===== config.mk =====
export PLATFORM = sky130hd
export DESIGN_NAME = cv_pot_to_synth_params
export DESIGN_NICKNAME = d
export VERILOG_FILES = /design/src/cvpot_pkg.sv /design/src/cv_pot_to_synth_params.sv
export VERILOG_INCLUDE_DIRS = /design/src /design/src/src
export SDC_FILE = /design/constraint.sdc
export NUM_CORES = 2
export LEC_CHECK = 0
export BUFFER_PORTS_ARGS = -buffer_cell sky130_fd_sc_hd__buf_2
export CAP_MARGIN = 30
export CORE_ASPECT_RATIO = 0.7
export CORE_MARGIN = 2
export CORE_UTILIZATION = 65
export CTS_CLUSTER_DIAMETER = 60
export DETAILED_ROUTE_END_ITERATION = 6
export GPL_TIMING_DRIVEN = 0
export PLACE_DENSITY = 0.83
export SETUP_SLACK_MARGIN = 0.15
export SYNTH_ARGS = -nofsm -noshare
export SYNTH_HDL_FRONTEND = slang
export SYNTH_SLANG_ARGS = --single-unit

===== constraint.sdc =====
create_clock -name aclk -period 10.8 [get_ports aclk]
set_input_delay 1.08 -clock aclk [delete_from_list [all_inputs] [get_ports aclk]]
set_output_delay 1.08 -clock aclk [all_outputs]
set_load 0.05 [all_outputs]

===== src/cv_pot_to_synth_params_defines.svh =====
// ----------------------------------------------------------------------------
// CV/pot to synth parameters: assertion macros
// Assertion wrappers for the block; they compile away when SYNTH is defined.
// ----------------------------------------------------------------------------
`ifndef CV_POT_TO_SYNTH_PARAMS_DEFINES_SVH
`define CV_POT_TO_SYNTH_PARAMS_DEFINES_SVH

`ifndef SYNTH
// Clocked property, disabled while the active-low reset is asserted.
`define CVP_ASSERT(lbl, clk, rst_n, prop) \
    lbl: assert property (@(posedge clk) disable iff (!(rst_n)) (prop)) \
        else $error("cvpot assertion failed");
// Clocked property that is checked during reset as well.
`define CVP_ASSERT_ALWAYS(lbl, clk, prop) \
    lbl: assert property (@(posedge clk) (prop)) \
        else $error("cvpot assertion failed");
`else
`define CVP_ASSERT(lbl, clk, rst_n, prop)
`define CVP_ASSERT_ALWAYS(lbl, clk, prop)
`endif

`endif


===== src/cvpot_pkg.sv =====
// ----------------------------------------------------------------------------
// CV/pot to synth parameters: package
// Register indexes, pitch range modes, reset values and fixed constants.
// ----------------------------------------------------------------------------
package cvpot_pkg;

    typedef enum logic [1:0] {
        PM_TRACK = 2'd0,
        PM_FREE  = 2'd1,
        PM_FIXED = 2'd2,
        PM_EXT   = 2'd3
    } pitch_mode_t;

    typedef enum logic [1:0] {
        CFG_PITCH_MODE   = 2'd0,
        CFG_CV_SCALE     = 2'd1,
        CFG_COARSE_RANGE = 2'd2,
        CFG_UNUSED       = 2'd3
    } cfg_index_t;

    localparam int unsigned CFG_W = 16;

    localparam logic [15:0] CV_SCALE_RST     = 16'd15360;
    localparam logic [15:0] COARSE_RANGE_RST = 16'd7680;

    // pitch constants in 1/128 semitone
    localparam logic signed [19:0] PITCH_C3   = 20'sd7680;  // 60 << 7
    localparam logic signed [19:0] PITCH_A440 = 20'sd8832;  // 69 << 7

    localparam logic signed [12:0] COARSE_OFFSET = 13'sd1024;
    localparam logic signed [4:0]  EXT_GAIN      = 5'sd9;

    localparam int unsigned IN_TDATA_W  = 160;
    localparam int unsigned OUT_TDATA_W = 72;

endpackage


===== src/cv_pot_to_synth_params.sv =====
// ----------------------------------------------------------------------------
// CV/pot to synth parameters
// Turns one frame of CV and pot readings into pitch, fine, FM and two
// timbre parameters through a three-stage pipeline.
// ----------------------------------------------------------------------------
// While the output is not stalled, one frame enters per clock and its result
// passes stage 1, stage 2 and the output register at one per cycle. The
// depth is set by the attenuverter law: stage 1 squares the attenuverter pot,
// stage 2 multiplies the square by the CV magnitude, stage 3 shifts, restores
// the sign, adds the pot and clips into the output register. Pitch is formed
// alongside: CV and coarse products in stage 1, mode select and sum in stage 2.
// Each stage holds a valid bit, empty stages fill even while the output is
// stalled, and a stalled stage holds its contents. Configuration registers are
// written through the plain write port and must only change while no frame is
// in flight; index 3 is ignored.
`include "cv_pot_to_synth_params_defines.svh"

module cv_pot_to_synth_params (
    input  logic                               aclk,
    input  logic                               aresetn,
    // configuration write port
    input  logic                               cfg_wen,
    input  logic [1:0]                         cfg_index,
    input  logic [cvpot_pkg::CFG_W-1:0]        cfg_wdata,
    // input frame stream
    input  logic                               s_tvalid,
    output logic                               s_tready,
    // low to high: voct_cv, coarse_pot, fine_pot, fm_cv, fm_amount_pot,
    // param1_pot, param1_cv, mod_amount_pot, param2_pot, param2_cv (16 each)
    input  logic [cvpot_pkg::IN_TDATA_W-1:0]   s_tdata,
    // result stream
    output logic                               m_tvalid,
    input  logic                               m_tready,
    // low to high: pitch_out[17:0], fine_out[33:18], fm_out[45:34],
    // param1_out[57:46], param2_out[69:58], zero pad [71:70]
    output logic [cvpot_pkg::OUT_TDATA_W-1:0]  m_tdata
);

    // ------------------------------------------------------------------
    // Configuration registers
    // ------------------------------------------------------------------
    cvpot_pkg::pitch_mode_t pitch_mode_reg;
    logic [15:0]            cv_scale_reg;
    logic [15:0]            coarse_range_reg;

    always_ff @(posedge aclk) begin
        if (!aresetn) begin
            pitch_mode_reg   <= cvpot_pkg::PM_TRACK;
            cv_scale_reg     <= cvpot_pkg::CV_SCALE_RST;
            coarse_range_reg <= cvpot_pkg::COARSE_RANGE_RST;
        end else if (cfg_wen) begin
            unique case (cvpot_pkg::cfg_index_t'(cfg_index))
                cvpot_pkg::CFG_PITCH_MODE:
                    pitch_mode_reg <= cvpot_pkg::pitch_mode_t'(cfg_wdata[1:0]);
                cvpot_pkg::CFG_CV_SCALE:     cv_scale_reg     <= cfg_wdata;
                cvpot_pkg::CFG_COARSE_RANGE: coarse_range_reg <= cfg_wdata;
                default: ;  // drop writes beyond the register list
            endcase
        end
    end

    // ------------------------------------------------------------------
    // Flow control: a stage advances when it is empty or its successor moves
    // ------------------------------------------------------------------
    logic s1_valid_reg, s2_valid_reg, out_valid_reg;
    logic out_adv, s2_adv, s1_adv;

    assign out_adv  = !out_valid_reg || m_tready;
    assign s2_adv   = !s2_valid_reg || out_adv;
    assign s1_adv   = !s1_valid_reg || s2_adv;
    assign s_tready = s1_adv;

    always_ff @(posedge aclk) begin
        if (!aresetn) begin
            s1_valid_reg  <= 1'b0;
            s2_valid_reg  <= 1'b0;
            out_valid_reg <= 1'b0;
        end else begin
            if (s1_adv)  s1_valid_reg  <= s_tvalid;
            if (s2_adv)  s2_valid_reg  <= s1_valid_reg;
            if (out_adv) out_valid_reg <= s2_valid_reg;
        end
    end

    // ------------------------------------------------------------------
    // Stage 1: unpack, pitch products, magnitudes and squares, param2
    // ------------------------------------------------------------------
    logic signed [15:0] voct_cv, coarse_pot, fine_pot, fm_cv, fm_amt;
    logic signed [15:0] p1_cv, mod_amt, p2_cv;
    logic        [15:0] p1_pot, p2_pot;

    assign voct_cv    = s_tdata[15:0];
    assign coarse_pot = s_tdata[31:16];
    assign fine_pot   = s_tdata[47:32];
    assign fm_cv      = s_tdata[63:48];
    assign fm_amt     = s_tdata[79:64];
    assign p1_pot     = s_tdata[95:80];
    assign p1_cv      = s_tdata[111:96];
    assign mod_amt    = s_tdata[127:112];
    assign p2_pot     = s_tdata[143:128];
    assign p2_cv      = s_tdata[159:144];

    logic signed [11:0] cv12, crs12;
    logic signed [12:0] crs_op, ext_sum;
    logic signed [28:0] cv_prod_next;
    logic signed [29:0] crs_prod_next;
    logic signed [17:0] ext_prod;
    logic signed [17:0] ext_pitch_next;
    logic signed [16:0] fm_amt_x, mod_amt_x, fm_cv_x, p1_v;
    logic        [15:0] fm_amag, mod_amag, fm_vmag;
    logic        [16:0] p1_vmag_next;
    logic        [31:0] fm_sq_full, p1_sq_full;
    logic signed [17:0] p2_sum;
    logic        [11:0] p2_out_next;

    always_comb begin
        cv12   = voct_cv[15:4];     // floor shift by 4
        crs12  = coarse_pot[15:4];
        // tracking mode offsets the coarse pot by one octave-ish constant
        crs_op = (pitch_mode_reg == cvpot_pkg::PM_TRACK)
               ? (cvpot_pkg::COARSE_OFFSET + 13'(crs12)) : 13'(crs12);
        cv_prod_next  = 29'(cv12) * $signed({1'b0, cv_scale_reg});
        crs_prod_next = 30'(crs_op) * $signed({1'b0, coarse_range_reg});
        ext_sum        = 13'(cv12) + 13'(crs12);
        ext_prod       = 18'(ext_sum) * 18'(cvpot_pkg::EXT_GAIN);
        ext_pitch_next = ext_prod >>> 1;

        fm_amt_x  = 17'(fm_amt);
        mod_amt_x = 17'(mod_amt);
        fm_cv_x   = 17'(fm_cv);
        p1_v      = {p1_cv, 1'b0};
        fm_amag   = fm_amt[15]  ? 16'(-fm_amt_x)  : fm_amt;
        mod_amag  = mod_amt[15] ? 16'(-mod_amt_x) : mod_amt;
        fm_vmag   = fm_cv[15]   ? 16'(-fm_cv_x)   : fm_cv;
        p1_vmag_next = p1_v[16] ? 17'(-p1_v) : p1_v;
        fm_sq_full = fm_amag * fm_amag;
        p1_sq_full = mod_amag * mod_amag;

        p2_sum = $signed({2'b00, p2_pot}) + $signed({p2_cv[15], p2_cv, 1'b0});
        if (p2_sum[17])
            p2_out_next = '0;
        else if (p2_sum[16])
            p2_out_next = '1;
        else
            p2_out_next = p2_sum[15:4];
    end

    logic signed [28:0] s1_cv_prod_reg;
    logic signed [29:0] s1_crs_prod_reg;
    logic signed [17:0] s1_ext_pitch_reg;
    logic        [30:0] s1_fm_sq_reg, s1_p1_sq_reg;
    logic        [15:0] s1_fm_vmag_reg;
    logic        [16:0] s1_p1_vmag_reg;
    logic               s1_fm_neg_reg, s1_p1_neg_reg;
    logic        [15:0] s1_p1_pot_reg;
    logic        [15:0] s1_fine_reg;
    logic        [11:0] s1_p2_reg;

    always_ff @(posedge aclk) begin
        if (s1_adv) begin
            s1_cv_prod_reg   <= cv_prod_next;
            s1_crs_prod_reg  <= crs_prod_next;
            s1_ext_pitch_reg <= ext_pitch_next;
            s1_fm_sq_reg     <= fm_sq_full[30:0];   // at most 2^30
            s1_p1_sq_reg     <= p1_sq_full[30:0];
            s1_fm_vmag_reg   <= fm_vmag;
            s1_p1_vmag_reg   <= p1_vmag_next;
            s1_fm_neg_reg    <= fm_cv[15] ^ fm_amt[15];
            s1_p1_neg_reg    <= p1_cv[15] ^ mod_amt[15];
            s1_p1_pot_reg    <= p1_pot;
            s1_fine_reg      <= fine_pot;
            s1_p2_reg        <= p2_out_next;
        end
    end

    // ------------------------------------------------------------------
    // Stage 2: pitch mode select, attenuverter products
    // ------------------------------------------------------------------
    logic signed [19:0] pitch_sum;
    logic signed [17:0] pitch_next;
    logic        [46:0] fm_prod_next;
    logic        [47:0] p1_prod_next;

    always_comb begin
        // upper product bits are the floor shift by 12; keep them signed
        pitch_sum = 20'($signed(s1_cv_prod_reg[28:12]))
                  + 20'($signed(s1_crs_prod_reg[29:12]));
        unique case (pitch_mode_reg)
            cvpot_pkg::PM_TRACK: pitch_next = pitch_sum[17:0];
            cvpot_pkg::PM_FREE:  pitch_next = 18'(pitch_sum + cvpot_pkg::PITCH_C3);
            cvpot_pkg::PM_FIXED: pitch_next = 18'(cvpot_pkg::PITCH_A440);
            cvpot_pkg::PM_EXT:   pitch_next = s1_ext_pitch_reg;
            default:             pitch_next = s1_ext_pitch_reg;
        endcase
        fm_prod_next = 47'(s1_fm_sq_reg) * 47'(s1_fm_vmag_reg);
        p1_prod_next = 48'(s1_p1_sq_reg) * 48'(s1_p1_vmag_reg);
    end

    logic signed [17:0] s2_pitch_reg;
    logic        [46:0] s2_fm_prod_reg;
    logic        [47:0] s2_p1_prod_reg;
    logic               s2_fm_neg_reg, s2_p1_neg_reg;
    logic        [15:0] s2_p1_pot_reg;
    logic        [15:0] s2_fine_reg;
    logic        [11:0] s2_p2_reg;

    always_ff @(posedge aclk) begin
        if (s2_adv) begin
            s2_pitch_reg   <= pitch_next;
            s2_fm_prod_reg <= fm_prod_next;
            s2_p1_prod_reg <= p1_prod_next;
            s2_fm_neg_reg  <= s1_fm_neg_reg;
            s2_p1_neg_reg  <= s1_p1_neg_reg;
            s2_p1_pot_reg  <= s1_p1_pot_reg;
            s2_fine_reg    <= s1_fine_reg;
            s2_p2_reg      <= s1_p2_reg;
        end
    end

    // ------------------------------------------------------------------
    // Stage 3: drop 30 fraction bits (truncate toward zero), restore sign,
    // clip, and load the output register
    // ------------------------------------------------------------------
    logic        [16:0] fm_mag;
    logic        [17:0] p1_mag;
    logic signed [17:0] fm_att;
    logic signed [19:0] p1_att, p1_sum;
    logic        [11:0] fm_out_next, p1_out_next;

    always_comb begin
        fm_mag = s2_fm_prod_reg[46:30];
        p1_mag = s2_p1_prod_reg[47:30];
        fm_att = s2_fm_neg_reg ? -$signed({1'b0, fm_mag}) : $signed({1'b0, fm_mag});
        p1_att = s2_p1_neg_reg ? -$signed({2'b00, p1_mag}) : $signed({2'b00, p1_mag});

        if (fm_att > 18'sd32767)
            fm_out_next = 12'h7FF;
        else if (fm_att < -18'sd32768)
            fm_out_next = 12'h800;
        else
            fm_out_next = fm_att[15:4];

        p1_sum = $signed({4'b0000, s2_p1_pot_reg}) + p1_att;
        if (p1_sum[19])
            p1_out_next = '0;
        else if (p1_sum[18:16] != 3'b000)
            p1_out_next = '1;
        else
            p1_out_next = p1_sum[15:4];
    end

    logic [cvpot_pkg::OUT_TDATA_W-1:0] out_data_reg;

    always_ff @(posedge aclk) begin
        if (out_adv) begin
            out_data_reg <= {2'b00, s2_p2_reg, p1_out_next, fm_out_next,
                             s2_fine_reg, s2_pitch_reg};
        end
    end

    assign m_tvalid = out_valid_reg;
    assign m_tdata  = out_data_reg;

    // ------------------------------------------------------------------
    // Assertions
    // ------------------------------------------------------------------
    // an accepted transaction always lands in stage 1
    `CVP_ASSERT(a_accept_lands, aclk, aresetn, (s_tvalid && s_tready) |=> s1_valid_reg)
    // a full, stalled pipeline refuses input
    `CVP_ASSERT(a_full_stall, aclk, aresetn,
        (s1_valid_reg && s2_valid_reg && out_valid_reg && !m_tready) |-> !s_tready)
    // a stage blocked downstream keeps its product
    `CVP_ASSERT(a_s2_hold, aclk, aresetn,
        (s2_valid_reg && !out_adv) |=> (s2_valid_reg && $stable(s2_fm_prod_reg)))

endmodule

==> impl_metrics.xml <==
<?xml version="1.0" encoding="UTF-8"?>
<metrics>
  <group name="outcome">
    <metric name="run_status" unit="">finished with violations</metric>
    <metric name="failed_checks" unit="">design-rule violations</metric>
  </group>
  <group name="cts">
    <metric name="clkTransAtPathRegs" unit="ps">60</metric>
    <metric name="cts_tree" unit="">yes</metric>
    <metric name="cts-resized-gates" unit="">0</metric>
    <metric name="postCtsSetupBuffers" unit="">0</metric>
    <metric name="cts.hold.buffers_added" unit="">0</metric>
    <metric name="clock_tree.htree_level_count" unit="">2</metric>
    <metric name="cts_buffers" unit="">48</metric>
    <metric name="clkLatencyLatePin" unit="ps">660</metric>
    <metric name="clock_path_buffers" unit="">3</metric>
    <metric name="root_buffer" unit="">sky130_fd_sc_hd__clkbuf_16</metric>
    <metric name="clock_sinks" unit="">396</metric>
  </group>
  <group name="synth">
    <metric name="synth_cell_types" unit="">83</metric>
    <metric name="asyncSetResetFlopFracSynth" unit="%">0</metric>
    <metric name="syn_area_per_cell" unit="um^2">9.69</metric>
    <metric name="yosysSeqAreaShare" unit="%">16.0</metric>
    <metric name="synth_edf_count" unit="">359</metric>
    <metric name="ys.warnings.count" unit="">0</metric>
    <metric name="synthCells" unit="">7413</metric>
    <metric name="synth.top_cells.by_area" unit="">sky130_fd_sc_hd__fa_1 (39%), sky130_fd_sc_hd__edfxtp_1 (15%), sky130_fd_sc_hd__ha_1 (13%)</metric>
    <metric name="yosys_most_used_dff" unit="">sky130_fd_sc_hd__edfxtp_1</metric>
    <metric name="synth_top_cell_by_area" unit="">sky130_fd_sc_hd__fa_1</metric>
    <metric name="netlist_area" unit="mm^2">0.0719</metric>
    <metric name="synthDominantCellAreaShare" unit="%">38.9</metric>
    <metric name="ys_ff_latch" unit="">396</metric>
  </group>
  <group name="timing">
    <metric name="finalWorstPathRequiredPeriod" unit="ps">9920</metric>
    <metric name="headroom_to_the_max_slew_limit" unit="%">23.6</metric>
    <metric name="hold_viol" unit="">0</metric>
    <metric name="clock-skew-final" unit="ps">43.8</metric>
    <metric name="final.setup.worst_slack" unit="ps">878</metric>
    <metric name="rsz0062_at_grt" unit="">false</metric>
    <metric name="timing_max_transition_violations_final" unit="">0</metric>
    <metric name="tightest_slew" unit="ps">1150</metric>
    <metric name="final_min_period_over_clock_period" unit="%">91.9</metric>
    <metric name="max_freq" unit="MHz">101</metric>
    <metric name="timing.final.setup_violations" unit="">0</metric>
  </group>
  <group name="worst_setup_path">
    <metric name="critical_path_arrival" unit="ps">10310</metric>
    <metric name="worst-path-max-fanout" unit="">11</metric>
    <metric name="r2r_cells" unit="">23</metric>
    <metric name="critical_path.max_stage_delay" unit="ps">590</metric>
    <metric name="cpMostUsedCell" unit="">sky130_fd_sc_hd__fa_1</metric>
    <metric name="worstSetupStartpoint" unit="">s_tdata[112]</metric>
    <metric name="cp_data_required_time" unit="ps">11190</metric>
    <metric name="setup.worst_path.end_class" unit="">flip-flop</metric>
    <metric name="cpMaxStageDelayCell" unit="">sky130_fd_sc_hd__clkbuf_1</metric>
    <metric name="setup.worst_path.end" unit="">s1_p1_sq_reg[29]</metric>
    <metric name="r2r_setup_slack" unit="ps">1650</metric>
    <metric name="worst_r2r_startpoint" unit="">s1_p1_vmag_reg[3]</metric>
    <metric name="start_kind" unit="">input port</metric>
    <metric name="critical_path_class" unit="">in2reg</metric>
    <metric name="rr_endpoint" unit="">s2_p1_prod_reg[47]</metric>
  </group>
  <group name="global_route">
    <metric name="first_global_vias" unit="">55200</metric>
    <metric name="aggregate_global_routing_overflow" unit="">0</metric>
    <metric name="gr-usage-all-layers" unit="%">34.9</metric>
    <metric name="grt_start_max_net_pins" unit="">62</metric>
    <metric name="grt_antenna_before_repair" unit="">17</metric>
    <metric name="grt_pass1_wl" unit="um">304000</metric>
  </group>
  <group name="route">
    <metric name="drc_errors" unit="">1</metric>
    <metric name="first_pass_iters" unit="">7</metric>
    <metric name="via_per_inst" unit="">5.71</metric>
    <metric name="drt-initial-drc-count" unit="">5182</metric>
    <metric name="drt.antenna.violating_nets" unit="">0</metric>
    <metric name="route.detailed.wl_per_inst" unit="um">20.7</metric>
    <metric name="detailroute.via_count" unit="">52800</metric>
    <metric name="routed_wirelength" unit="um">191000</metric>
  </group>
  <group name="die">
    <metric name="floorplan.core_area" unit="mm^2">0.110</metric>
    <metric name="fp-row-count" unit="">102</metric>
    <metric name="die_h" unit="um">282</metric>
    <metric name="ios" unit="">257</metric>
    <metric name="floorplan.initialDensity" unit="%">65.2</metric>
    <metric name="floorplan.die.width" unit="um">401</metric>
    <metric name="die_area" unit="mm^2">0.113</metric>
  </group>
  <group name="final_layout">
    <metric name="largest_reg_flops" unit="">70</metric>
    <metric name="area_growth_syn_to_layout" unit="%">6.94</metric>
    <metric name="finalNetCount" unit="">10100</metric>
    <metric name="drive_above_1_share" unit="%">5.01</metric>
    <metric name="mostFrequentLayoutCell" unit="">sky130_fd_sc_hd__inv_1</metric>
    <metric name="most-common-layout-cells" unit="">sky130_fd_sc_hd__inv_1 (1614), sky130_fd_sc_hd__fa_1 (1397), sky130_fd_sc_hd__nand2_1 (1150), sky130_fd_sc_hd__ha_1 (728), sky130_fd_sc_hd__and2_1 (497)</metric>
    <metric name="postLayoutCellArea" unit="mm^2">0.0768</metric>
    <metric name="fillCellCount" unit="">8298</metric>
  </group>
  <group name="placed_design">
    <metric name="globalplace.congestion" unit="">1.02</metric>
    <metric name="dpl-instance-area" unit="mm^2">0.0752</metric>
    <metric name="dp.final_hpwl" unit="um">160000</metric>
    <metric name="placement.setup.worst_slack" unit="ps">189</metric>
    <metric name="portBuffers" unit="">242</metric>
  </group>
  <group name="flow_run">
    <metric name="maxCapViolations" unit="">0</metric>
  </group>
  <group name="worst_hold_path">
    <metric name="hold_path.class" unit="">reg2reg</metric>
  </group>
</metrics>
## critical path: cells and delay by family
| family | cells | cell delay [ps] |
|---|---|---|
| adder cells (fa/ha/maj) | 8 | 3640 |
| buffers and inverters | 9 | 1820 |
| AO/OA/AOI/OAI | 8 | 2050 |
| XOR/XNOR | 2 | 620 |
| AND/OR/NAND/NOR | 5 | 1080 |
## how the worst min path moves through the flow
stage,from,end,cells past startpoint
floorplan,s2_pitch_reg[0],m_tdata[0],0
global placement,s2_fine_reg[7],m_tdata[25],0
detailed placement,s2_fine_reg[0],m_tdata[18],0
CTS,s1_fine_reg[13],s2_fine_reg[13],0
global route,s1_fine_reg[13],s2_fine_reg[13],0
finish,s1_fine_reg[13],s2_fine_reg[13],0
## kinds of logic after synthesis
family,synth area share [%]
XOR/XNOR,3.24
multiplexers,0.0714
flip-flops,16.0
adder cells (fa/ha/maj),51.6
other,0.0105
AND/OR/NAND/NOR,13.9
buffers and inverters,9.88
AO/OA/AOI/OAI,5.20
## per-layer routing
metal / vias up / wire (um) / share of wire [%] / global-route usage (%)
li1: 23200 / - / - / -
met1: 26400 / 79000 / 41 / 50.6
met2: 2805 / 80300 / 42 / 50.8
met3: 364 / 26800 / 14 / 11.7
met4: 6 / 5170 / 2.7 / 8.63
met5: - / 34 / 0.018 / 0
## final cells by class
cell class / count / area (um^2) / share of cell area (%)
repair buffers: 256 / 1410 / 1.84
multi-input cells: 5152 / 53300 / 69.4
inverters: 1628 / 6110 / 7.96
plain buffers: 260 / 988 / 1.29
flip-flops and latches: 396 / 11500 / 15.0
clock buffers: 64 / 1350 / 1.75
diodes: 6 / 15.0 / 0.0195
clock inverters: 26 / 274 / 0.357
well taps: 1456 / 1820 / 2.37
## per-stage QoR
| stage | utilization (%) | setup TNS, ps | hold slack [ps] | cells |
|---|---|---|---|---|
| 3_5_place_dp | 68.3 | 0 | 405 | 9145 |
| 6_report | 69.8 | 0 | 392 | 9244 |
| 2_1_floorplan | - | 0 | 400 | 7436 |
| 3_3_place_gp | 68.1 | -67410 | 400 | 9134 |
| 4_1_cts | 69.7 | 0 | 399 | 9235 |
| 5_1_grt | 69.8 | 0 | 399 | 9240 |
## Yosys cell counts (all sizes together) (32+ instances only)
library cell / count
a21o: 65
a21oi: 129
and2: 497
clkbuf: 256
dfxtp: 37
edfxtp: 359
fa: 1397
ha: 728
inv: 1617
nand2: 1151
nand2b: 33
nand3: 39
nor2: 253
nor2b: 32
nor3: 57
o21a: 50
o21ai: 115
xnor2: 186
xor2: 78
Power is left out: the tool's default activity adds up to more than one toggle a clock period on the data nets, which glitch-free logic cannot reach.
